<file path="config.mk">
export PLATFORM = sky130hd
export DESIGN_NAME = interleaved_base32_text_encoder_core
export DESIGN_NICKNAME = d
export VERILOG_FILES = /design/src/rtl/ib32_pkg.sv /design/src/rtl/ib32_front.sv /design/src/rtl/ib32_queue.sv /design/src/rtl/ib32_back.sv /design/src/rtl/interleaved_base32_text_encoder_core.sv
export SDC_FILE = /design/constraint.sdc
export NUM_CORES = 1
export LEC_CHECK = 0
export BUFFER_PORTS_ARGS = -buffer_cell sky130_fd_sc_hd__buf_4
export CORE_UTILIZATION = 55
export DETAILED_ROUTE_END_ITERATION = 10
export PLACE_DENSITY = 0.72
export SLEW_MARGIN = 15
export SYNTH_ARGS = -nofsm -noshare
export SYNTH_HDL_FRONTEND = slang
export SYNTH_HIERARCHICAL = 1
export SYNTH_SLANG_ARGS = --single-unit
</file>
<file path="constraint.sdc">
create_clock -name clk -period 9.1 [get_ports clk]
set_clock_uncertainty 0.1 [all_clocks]
set_input_delay 1.82 -clock clk [delete_from_list [all_inputs] [get_ports clk]]
set_output_delay 1.82 -clock clk [all_outputs]
set_load 0.05 [all_outputs]
</file>
<file path="src/rtl/ib32_pkg.sv">
// Shared types, constants and symbol functions for the interleaved base32 encoder.
`default_nettype none
package ib32_pkg;

  localparam int GROUP_LEN    = 5;
  localparam int HOLD_DEPTH   = 4;
  localparam int GROUP_BITS   = 8 * GROUP_LEN;
  localparam int SLICE_BITS   = 10;
  localparam int SYMS_PER_GRP = 8;
  localparam int PAD_W        = 3;
  localparam int QUEUE_DEPTH  = 2;

  localparam logic [6:0] LETTER_BASE  = 7'd97;
  localparam logic [6:0] DIGIT_BASE   = 7'd22;
  localparam logic [6:0] ZERO_CHAR    = 7'd48;
  localparam logic [4:0] LETTER_COUNT = 5'd26;
  localparam logic [7:0] PAD_MARK     = 8'h80;

  typedef struct packed {
    logic [GROUP_BITS-1:0] bits;
    logic                  last;
    logic [PAD_W-1:0]      pad;
  } group_t;

  function automatic logic [4:0] even_sym(input logic [SLICE_BITS-1:0] s);
    return {s[9], s[7], s[5], s[3], s[1]};
  endfunction

  function automatic logic [4:0] odd_sym(input logic [SLICE_BITS-1:0] s);
    return {s[8], s[6], s[4], s[2], s[0]};
  endfunction

  function automatic logic [6:0] sym_char(input logic [4:0] sym);
    logic [6:0] ext;
    ext = {2'b00, sym};
    if (sym < LETTER_COUNT) begin
      return ext + LETTER_BASE;
    end else begin
      return ext + DIGIT_BASE;
    end
  endfunction

endpackage
`default_nettype wire

</file>
<file path="src/rtl/ib32_front.sv">
// Front end: gathers input bytes into five-byte groups and pads the final group.
`default_nettype none
module ib32_front (
  input  wire logic            clk,
  input  wire logic            rst_n,
  input  wire logic            in_tvalid,
  output logic                 in_tready,
  input  wire logic [7:0]      in_tdata,   // [7:0] data_byte
  input  wire logic            in_tlast,   // end_of_stream
  output logic                 push,
  output ib32_pkg::group_t     push_data,
  input  wire logic            q_full
);
  import ib32_pkg::*;

  logic [7:0]       grp_r [HOLD_DEPTH];
  logic [2:0]       held_r;
  logic [2:0]       held_nxt;
  logic             accept;
  logic             complete;
  logic [7:0]       gbyte [GROUP_LEN];
  logic [GROUP_BITS-1:0] bits;

  assign in_tready = !q_full;
  assign accept    = in_tvalid && in_tready;
  assign complete  = in_tlast || (held_r == 3'(HOLD_DEPTH));
  assign push      = accept && complete;

  always_comb begin
    for (int i = 0; i < GROUP_LEN; i++) begin
      if (3'(i) < held_r) begin
        gbyte[i] = grp_r[i % HOLD_DEPTH];
      end else if (3'(i) == held_r) begin
        gbyte[i] = in_tdata;
      end else if (3'(i) == held_r + 3'd1) begin
        gbyte[i] = PAD_MARK;
      end else begin
        gbyte[i] = 8'h00;
      end
    end
    for (int i = 0; i < GROUP_LEN; i++) begin
      bits[GROUP_BITS-1-8*i -: 8] = gbyte[i];
    end
  end

  assign push_data.bits = bits;
  assign push_data.last = in_tlast;
  assign push_data.pad  = 3'(GROUP_LEN - 1) - held_r;

  always_comb begin
    held_nxt = held_r;
    if (accept) begin
      if (complete) begin
        held_nxt = 3'd0;
      end else begin
        held_nxt = held_r + 3'd1;
      end
    end
  end

  always_ff @(posedge clk) begin
    if (!rst_n) begin
      held_r <= 3'd0;
    end else begin
      held_r <= held_nxt;
    end
  end

  always_ff @(posedge clk) begin
    if (accept && !complete) begin
      grp_r[held_r[1:0]] <= in_tdata;
    end
  end

`ifndef NO_ASSERTIONS
  a_held_range: assert property (@(posedge clk) disable iff (!rst_n)
    held_r <= 3'(HOLD_DEPTH))
    else $error("byte count beyond group depth");
`endif

endmodule
`default_nettype wire

</file>
<file path="src/rtl/ib32_queue.sv">
// Small group queue between the byte gatherer and the character serializer.
`default_nettype none
module ib32_queue #(
  parameter int DEPTH = ib32_pkg::QUEUE_DEPTH
) (
  input  wire logic             clk,
  input  wire logic             rst_n,
  input  wire logic             push,
  input  wire ib32_pkg::group_t push_data,
  output logic                  full,
  input  wire logic             pop,
  output logic                  q_valid,
  output ib32_pkg::group_t      q_data
);
  import ib32_pkg::*;

  localparam int PTR_W = (DEPTH > 1) ? $clog2(DEPTH) : 1;
  localparam int CNT_W = $clog2(DEPTH + 1);
  localparam logic [PTR_W-1:0] LAST_PTR = PTR_W'(DEPTH - 1);

  group_t           mem [DEPTH];
  logic [PTR_W-1:0] wr_ptr_r, rd_ptr_r;
  logic [CNT_W-1:0] count_r;
  logic             do_push, do_pop;

  assign full    = (count_r == CNT_W'(DEPTH));
  assign q_valid = (count_r != '0);
  assign q_data  = mem[rd_ptr_r];
  assign do_push = push && !full;
  assign do_pop  = pop && q_valid;

  always_ff @(posedge clk) begin
    if (!rst_n) begin
      wr_ptr_r <= '0;
      rd_ptr_r <= '0;
      count_r  <= '0;
    end else begin
      if (do_push) begin
        wr_ptr_r <= (wr_ptr_r == LAST_PTR) ? '0 : wr_ptr_r + 1'b1;
      end
      if (do_pop) begin
        rd_ptr_r <= (rd_ptr_r == LAST_PTR) ? '0 : rd_ptr_r + 1'b1;
      end
      if (do_push && !do_pop) begin
        count_r <= count_r + 1'b1;
      end else if (do_pop && !do_push) begin
        count_r <= count_r - 1'b1;
      end
    end
  end

  always_ff @(posedge clk) begin
    if (do_push) begin
      mem[wr_ptr_r] <= push_data;
    end
  end

`ifndef NO_ASSERTIONS
  a_no_overflow: assert property (@(posedge clk) disable iff (!rst_n)
    push |-> !full)
    else $error("group pushed into a full queue");
`endif

endmodule
`default_nettype wire

</file>
<file path="src/rtl/ib32_back.sv">
// Back end: turns each queued group into eight characters and an optional pad digit.
`default_nettype none
module ib32_back (
  input  wire logic             clk,
  input  wire logic             rst_n,
  input  wire logic             q_valid,
  input  wire ib32_pkg::group_t q_data,
  output logic                  pop,
  output logic                  out_tvalid,
  input  wire logic             out_tready,
  output logic [7:0]            out_tdata,  // [6:0] text_char, [7] zero
  output logic                  out_tlast   // final_char
);
  import ib32_pkg::*;

  localparam logic [3:0] LAST_SYM  = 4'(SYMS_PER_GRP - 1);
  localparam logic [3:0] DIGIT_STP = 4'(SYMS_PER_GRP);

  logic                  busy_r, busy_nxt;
  logic [3:0]            step_r, step_nxt;
  logic [GROUP_BITS-1:0] cur_r, cur_nxt;
  logic                  last_r, last_nxt;
  logic [PAD_W-1:0]      pad_r, pad_nxt;
  logic                  out_tvalid_r, out_tvalid_nxt;
  logic [7:0]            out_tdata_r, out_tdata_nxt;
  logic                  out_tlast_r, out_tlast_nxt;
  logic                  adv;
  logic [SLICE_BITS-1:0] slice;

  assign slice = cur_r[GROUP_BITS-1 -: SLICE_BITS];
  assign adv   = !out_tvalid_r || out_tready;

  always_comb begin
    busy_nxt       = busy_r;
    step_nxt       = step_r;
    cur_nxt        = cur_r;
    last_nxt       = last_r;
    pad_nxt        = pad_r;
    out_tvalid_nxt = out_tvalid_r && !out_tready;
    out_tdata_nxt  = out_tdata_r;
    out_tlast_nxt  = out_tlast_r;
    pop            = 1'b0;
    if (!busy_r) begin
      if (q_valid) begin
        pop      = 1'b1;
        busy_nxt = 1'b1;
        step_nxt = 4'd0;
        cur_nxt  = q_data.bits;
        last_nxt = q_data.last;
        pad_nxt  = q_data.pad;
      end
    end else if (adv) begin
      out_tvalid_nxt = 1'b1;
      if (step_r == DIGIT_STP) begin
        out_tdata_nxt = {1'b0, ZERO_CHAR + {4'd0, pad_r}};
        out_tlast_nxt = 1'b1;
        busy_nxt      = 1'b0;
      end else begin
        out_tlast_nxt = 1'b0;
        if (step_r[0]) begin
          out_tdata_nxt = {1'b0, sym_char(odd_sym(slice))};
          cur_nxt       = cur_r << SLICE_BITS;
        end else begin
          out_tdata_nxt = {1'b0, sym_char(even_sym(slice))};
        end
        step_nxt = step_r + 4'd1;
        if (step_r == LAST_SYM && !last_r) begin
          busy_nxt = 1'b0;
        end
      end
    end
  end

  always_ff @(posedge clk) begin
    if (!rst_n) begin
      busy_r       <= 1'b0;
      step_r       <= 4'd0;
      out_tvalid_r <= 1'b0;
    end else begin
      busy_r       <= busy_nxt;
      step_r       <= step_nxt;
      out_tvalid_r <= out_tvalid_nxt;
    end
  end

  always_ff @(posedge clk) begin
    cur_r       <= cur_nxt;
    last_r      <= last_nxt;
    pad_r       <= pad_nxt;
    out_tdata_r <= out_tdata_nxt;
    out_tlast_r <= out_tlast_nxt;
  end

  assign out_tvalid = out_tvalid_r;
  assign out_tdata  = out_tdata_r;
  assign out_tlast  = out_tlast_r;

`ifndef NO_ASSERTIONS
  a_step_range: assert property (@(posedge clk) disable iff (!rst_n)
    busy_r |-> (step_r <= DIGIT_STP))
    else $error("serializer step out of range");

  a_load_fresh: assert property (@(posedge clk) disable iff (!rst_n)
    $rose(busy_r) |-> (step_r == 4'd0))
    else $error("group loaded with a stale step");

  a_final_digit: assert property (@(posedge clk) disable iff (!rst_n)
    (out_tvalid_r && out_tlast_r) |->
      (out_tdata_r[6:0] >= ZERO_CHAR && out_tdata_r[6:0] <= ZERO_CHAR + 7'd4))
    else $error("final word is not a pad-count digit");
`endif

endmodule
`default_nettype wire

</file>
<file path="src/rtl/interleaved_base32_text_encoder_core.sv">
// A completed group is registered in the group queue, then in the serializer's group register.
// Its characters follow one per cycle while out_tready is high: eight per group, nine at stream end.
// Input takes one byte per cycle while the group queue has room.
// The serializer sets the sustained rate: it loads each group in a state that sends no character.
// Reset clears the byte count, the queue and the output valid; held group bytes are not cleared.
`default_nettype none
module interleaved_base32_text_encoder_core #(
  parameter int QDEPTH = ib32_pkg::QUEUE_DEPTH
) (
  input  wire logic       clk,
  input  wire logic       rst_n,
  input  wire logic       in_tvalid,
  output logic            in_tready,
  input  wire logic [7:0] in_tdata,   // [7:0] data_byte
  input  wire logic       in_tlast,   // end_of_stream
  output logic            out_tvalid,
  input  wire logic       out_tready,
  output logic [7:0]      out_tdata,  // [6:0] text_char, [7] zero
  output logic            out_tlast   // final_char
);
  import ib32_pkg::*;

  logic   push, full, pop, q_valid;
  group_t push_data, q_data;

  ib32_front u_front (
    .clk       (clk),
    .rst_n     (rst_n),
    .in_tvalid (in_tvalid),
    .in_tready (in_tready),
    .in_tdata  (in_tdata),
    .in_tlast  (in_tlast),
    .push      (push),
    .push_data (push_data),
    .q_full    (full)
  );

  ib32_queue #(
    .DEPTH (QDEPTH)
  ) u_queue (
    .clk       (clk),
    .rst_n     (rst_n),
    .push      (push),
    .push_data (push_data),
    .full      (full),
    .pop       (pop),
    .q_valid   (q_valid),
    .q_data    (q_data)
  );

  ib32_back u_back (
    .clk        (clk),
    .rst_n      (rst_n),
    .q_valid    (q_valid),
    .q_data     (q_data),
    .pop        (pop),
    .out_tvalid (out_tvalid),
    .out_tready (out_tready),
    .out_tdata  (out_tdata),
    .out_tlast  (out_tlast)
  );

endmodule
`default_nettype wire

</file>
**Word level (Yosys, flattened, before mapping)**

Memory sizes are Yosys's and may differ from the RTL's. A register that Yosys moved wholly into a read port is not among the register bits.
Index checks and enable logic that the tools add are counted.

- Bits in latches: 0
- ROM bits: 0
- Bits in registers: 66
- Memories: 2
- Word-level logic and storage cells: 125
- Bits in writable memories: 120

Memories:

| memory | words | width | rd ports | clocked after Yosys merged registers in | wr ports | RTL line | text |
|---|---|---|---|---|---|---|---|
| u_queue.mem | 2 | 44 | 1 | 1 | 1 | ib32_queue.sv:21 | `group_t mem [DEPTH];` |
| u_front.grp_r | 4 | 8 | 4 | 0 | 1 | ib32_front.sv:16 | `logic [7:0] grp_r [HOLD_DEPTH];` |

- Reduce and logical (&&, ||, !) cells: 27
- Order comparisons: 7
- Bitwise operators: 1
- Divide/modulo/power cells: 0
- Shift operators: 0
- $mul: 0
- Equality and inequality tests: 15
- Mux-type cells: 48
- $add $sub $neg: 12

Operators by type and width:

| cell | count |
|---|---|
| 40-bit 2-to-1 mux | 5 |
| 8-bit 2-to-1 mux | 15 |
| 7-bit 2-to-1 mux | 4 |
| 1-bit 2-to-1 mux | 17 |
| 4-bit 2-to-1 mux | 4 |
| 6-bit by 6-bit adder with 7-bit output, second input constant | 2 |
| 5-bit by 5-bit adder with 6-bit output, second input constant | 2 |
| 2-bit by 3-bit equality test with 1-bit output, first input constant | 4 |
| 5-bit less-than comparator, second input constant | 2 |
| 1-bit logical AND | 9 |
| 6-bit by 3-bit adder with 7-bit output, first input constant | 1 |
| 1-bit logical NOT | 7 |
| 1-bit by 3-bit equality test with 1-bit output, first input constant | 2 |
| 3-bit equality test, first input constant | 2 |
| 3-bit logical NOT | 2 |
| 1-bit by 3-bit less-than comparator with 1-bit output, first input constant | 2 |
| 2-bit by 3-bit less-than comparator with 1-bit output, first input constant | 2 |
| 2-bit != test, second input constant | 3 |
| 2-bit nonzero test | 3 |
| 4-bit by 1-bit adder with 4-bit output, second input constant | 1 |
| 4-bit by 3-bit equality test with 1-bit output, second input constant | 1 |
| 4-bit equality test, second input constant | 1 |
| 2-bit 2-to-1 mux | 2 |
| 2-bit AND reduction | 2 |
| other kinds (13) | 15 |

**Logic depth before layout (Yosys ltp)**

- Depth after elaboration: 9
- Depth in mapped cells: 12
- Gate-level depth less buffers: 11

**By module**

Netlist, hierarchy kept.

By module, submodules not included:

| module | times used | cells an instance | sequential area each (µm²) | area an instance (µm²) |
|---|---|---|---|---|
| ib32_queue | 1 | 162 | 2742.6 | 3409.5 |
| ib32_back | 1 | 207 | 1681.6 | 2770.2 |
| ib32_front | 1 | 211 | 1021.0 | 1921.8 |

**Worst setup path before layout**

OpenSTA, ideal clock, no wires.

- Path kind: input -> register
- Start: input in_tvalid
- End: memory u_queue/mem[0][0] (netlist bit) (enable)
- Buffers on the path: 0
- Setup time: 0.439 ns
- Arrival: 3.901 ns
- Path slack: 4.660 ns
- Stages: 4
- Path through: nand2b_1 > nor2_1 > inv_1 > nor3_2

- Word-level cells in the longest chain between the ends: 5

Ends and longest elaborated chain:

| what | RTL line | text |
|---|---|---|
| start: declaration | interleaved_base32_text_encoder_core.sv:12 | `input wire logic in_tvalid,` |
| 1-bit logical AND | ib32_front.sv:25 | `assign accept = in_tvalid && in_tready;` |
| 1-bit logical AND | ib32_front.sv:27 | `assign push = accept && complete;` |
| net push | interleaved_base32_text_encoder_core.sv:23 | `logic push, full, pop, q_valid;` |
| 1-bit logical AND | ib32_queue.sv:29 | `assign do_push = push && !full;` |
| 1-bit 2-to-1 mux | ib32_queue.sv:53 | `if (do_push) begin` |
| 1-bit 2-to-1 mux (implied by the code) | ib32_queue.sv:54 | `mem[wr_ptr_r] <= push_data;` |
| end: declaration | ib32_queue.sv:21 |  |

The timed path passes the listed nets, and every way through them passes these cells.

**Final worst setup path**

- Start: register u_queue.count_r[0]
- End: output in_tready

- Word-level cells in the longest chain between the ends: 2

Ends and longest elaborated chain:

| what | RTL line | text |
|---|---|---|
| start: declaration | ib32_queue.sv:23 | `logic [CNT_W-1:0] count_r;` |
| start signal: assignment | ib32_queue.sv:45 | `count_r <= count_r + 1'b1;` |
| start signal: assignment | ib32_queue.sv:47 | `count_r <= count_r - 1'b1;` |
| 2-bit equality test | ib32_queue.sv:26 | `assign full = (count_r == CNT_W'(DEPTH));` |
| net full | interleaved_base32_text_encoder_core.sv:23 |  |
| 1-bit logical NOT | ib32_front.sv:24 | `assign in_tready = !q_full;` |
| end: declaration | interleaved_base32_text_encoder_core.sv:13 | `output logic in_tready,` |

The timed path passes the listed nets, and every way through them passes these cells.

==> flow_summary.ini <==
[outcome]
status = completed

[timing]
hold_violations = 0
setup_viol = 0
finalMaxSlewViolations = 0
min_period_ns = 3.29
tightest_slew_ns = 1.11
relSlewSlack = 0.260
rsz0062_at_grt = false
period_share = 0.362
max_freq_mhz = 304
tns_ns = 0

[route]
routedWlPerCell_microns = 18.4
drc = 0
drt.antenna.violating_nets = 0
drtIter0Drc = 286
wl_met2_microns = 6770
dr_wl_met3_microns = 460
drt-total-wl_microns = 14500
met1_length_microns = 7000
vias_per_cell = 5.61
dr.pass1.iters = 5
vias = 4429
routed.top_layer = met4

[synthesis]
ys_ff_latch = 186
synth-edff-count = 172
yosys.area.top_type = edfxtp_1
postSynthAreaPerCell_sq_um = 14.0
synth_top_area_share = 0.638
syn_nets = 611
yosysUniqueCellTypes = 52
ys.warnings.count = 6
synthArstFlopShare = 0
syn_area_sq_um = 8100
yosysSeqAreaShare = 0.672
synth_flop_cell = edfxtp_1
synth_cells = 580
netlist_top_cells_area = edfxtp_1 (64%), mux2_2 (10%), nand2_1 (4.1%), dfxtp_1 (3.5%), ha_1 (2.8%)

[global_routing]
grt_pass1_vias = 4152
grt_pass1_wl_microns = 22800
grt_usage = 0.208
overflow = 0
antenna_found_initial = 0
grt_max_degree = 47

[setup_path]
endpoint = in_tready
rr_endpoint = u_front/grp_r[0][1]
r2r.worst_path.cells = 5
cpPeakStageDelay_ns = 0.42
path_class = flop to output port
worst_setup_path_start_kind = flop
worstSetupStartpoint = u_queue/count_r[0]
critical_path_required_ns = 7.18
r2r_start = u_front/held_r[0]
worst-r2r-setup-slack_ns = 6.01
crit_fanout = 5
critPathArrivalTime_ns = 1.37
cp_cell_sequence = nand2b_1 -> inv_2 -> inv_1 -> buf_4
critPathSlowestCell = dfxtp_1
cp-end-kind = output port

[placed_design]
gp_congestion = 0.842
dp_cells = 757
portBuffers = 22
place.detailed.hpwl_microns = 9290

[power]
p_leak_nw = 3.10
finalPower_w = 0.00268
vdd_drop_max_uv = 135
p_per_area_nw_per_um2 = 300

[cells_and_area]
layout_common_cells = edfxtp_1 (172), nand2_1 (88), mux2_2 (74)
layout_commonest_cell = edfxtp_1
multi_input_area_sq_um = 2440
n_fill_cell = 1034
area_growth_pct = 10.4
drive_above_1_share = 0.227
finalNonFillerCells = 789
final_net_count = 627
num_antenna_cells = 0
regArea_sq_um = 5450

[cts]
cts_buffer_depth = 2
clock_latency_ns = 0.43
cts_made_buffers = 17
cts_tree = done
ctsResizeCount = 0
cts.reportedPaths.clkPinSlew_ns = 0.06
cts.sinks = 186
cts_setup_buffers = 0
holdBufCountCts = 0
cts_root_buffer = clkbuf_16
cts-htree-levels = 4

[floorplanning]
die_y_microns = 123
start_util = 0.573
dieArea_sq_um = 15200
rows = 43
die_x_microns = 123
io_pins = 24
coreArea_sq_um = 14100

[hold_path]
hold_depth = 2
min_from = u_back/step_r[1]
hp-class = flop to flop

[job]
cap_violations = 0
logic make-up (layout without fill, tap and decap cells):
kind of cell / after synthesis / in the layout / share of synthesized area
flip-flops: 186 / 186 / 0.672
multiplexers: 76 / 76 / 0.105
buffers and inverters: 45 / 74 / 0.0278
other: 1 / 1 / 0.000463
adder cells (fa/ha/maj): 18 / 18 / 0.0278
XOR/XNOR: 10 / 10 / 0.0108
AO/OA/AOI/OAI: 75 / 75 / 0.0553
AND/OR/NAND/NOR: 169 / 169 / 0.100
area by class of cell:
type | count | area share
Timing Repair Buffer | 24 | 0.0201
Clock inverter | 13 | 0.0171
Clock buffer | 19 | 0.0484
Inverter | 18 | 0.00755
Multi-Input combinational cell | 349 | 0.273
Tap cell | 180 | 0.0252
Sequential cell | 186 | 0.609
worst min-delay path by stage:
stage / endpoint / slack (ns)
finish: u_back/step_r[1] / 0.43
global route: u_back/cur_r[24] / 0.46
CTS: u_back/step_r[1] / 0.43
detailed placement: u_back/step_r[1] / 0.42
global placement: u_back/step_r[1] / 0.40
floorplan: u_queue/count_r[1] / 0.38
metal layers:
layer / up-vias / global-route usage
met5: - / 0
met4: 0 / 0.0949
met2: 88 / 0.315
li1: 2147 / -
met1: 2176 / 0.298
met3: 18 / 0.0346
power breakdown:
part | total (W) | internal (W) | switching, W
Combinational | 0.000609 | 0.000275 | 0.000334
Clock | 0.000726 | 0.000429 | 0.000297
Sequential | 0.00135 | 0.00120 | 0.000144
Total | 0.00268 | 0.00191 | 0.000776
worst max-delay path: cells and delay by family, from the launching register on:
kind | cells | cell delay (ns)
DFF | 1 | 0.42
and+or+nand+nor | 1 | 0.19
buffers and inverters | 3 | 0.33
cell usage after synthesis, types with 3 or more instances:
cell        n
nor3_1      3
o21a_1      3
buf_2      12
nand4_1     3
clkbuf_1    6
nand3_1    16
o21ai_1     7
a21boi_0    4
nand2b_1    6
inv_1      16
nor2_1     13
buf_4       7
ha_1       18
and2_1     10
xor2_1      6
a21oi_1     9
o21ai_0    35
and3_1      3
xnor2_1     4
edfxtp_1  172
nand2_1    88
dfxtp_1    14
mux2_2     74
nor2b_1    12
sequential cells by signal, summed over array words and instances (netlist names), named ones only:
| register | cells |
|---|---|
| u_back/pad_r | 3 |
| u_back/out_tlast | 1 |
| u_front/held_r | 3 |
| u_back/cur_r | 40 |
| u_back/step_r | 4 |
| u_queue/count_r | 2 |
| u_back/busy_r | 1 |
| u_front/grp_r | 32 |
| u_back/last_r | 1 |
| u_queue/mem | 88 |
| u_back/out_tdata | 7 |
| u_back/out_tvalid | 1 |
| u_queue/wr_ptr_r | 1 |
| u_queue/rd_ptr_r | 1 |
per-stage QoR:
stage                     area (sq um)  hold WS [ns]  setup slack [ns]  utilization
after floorplan                   8100         0.379              4.66            -
after global placement            8360         0.402              5.48        0.591
after detailed placement          8360         0.421              5.42        0.591
after CTS                         8940         0.430              5.78        0.632
after global routing              8940         0.463              5.73        0.632
final                             8940         0.427              5.81        0.632
No activity file was read; power rests on OpenSTA's default activity.
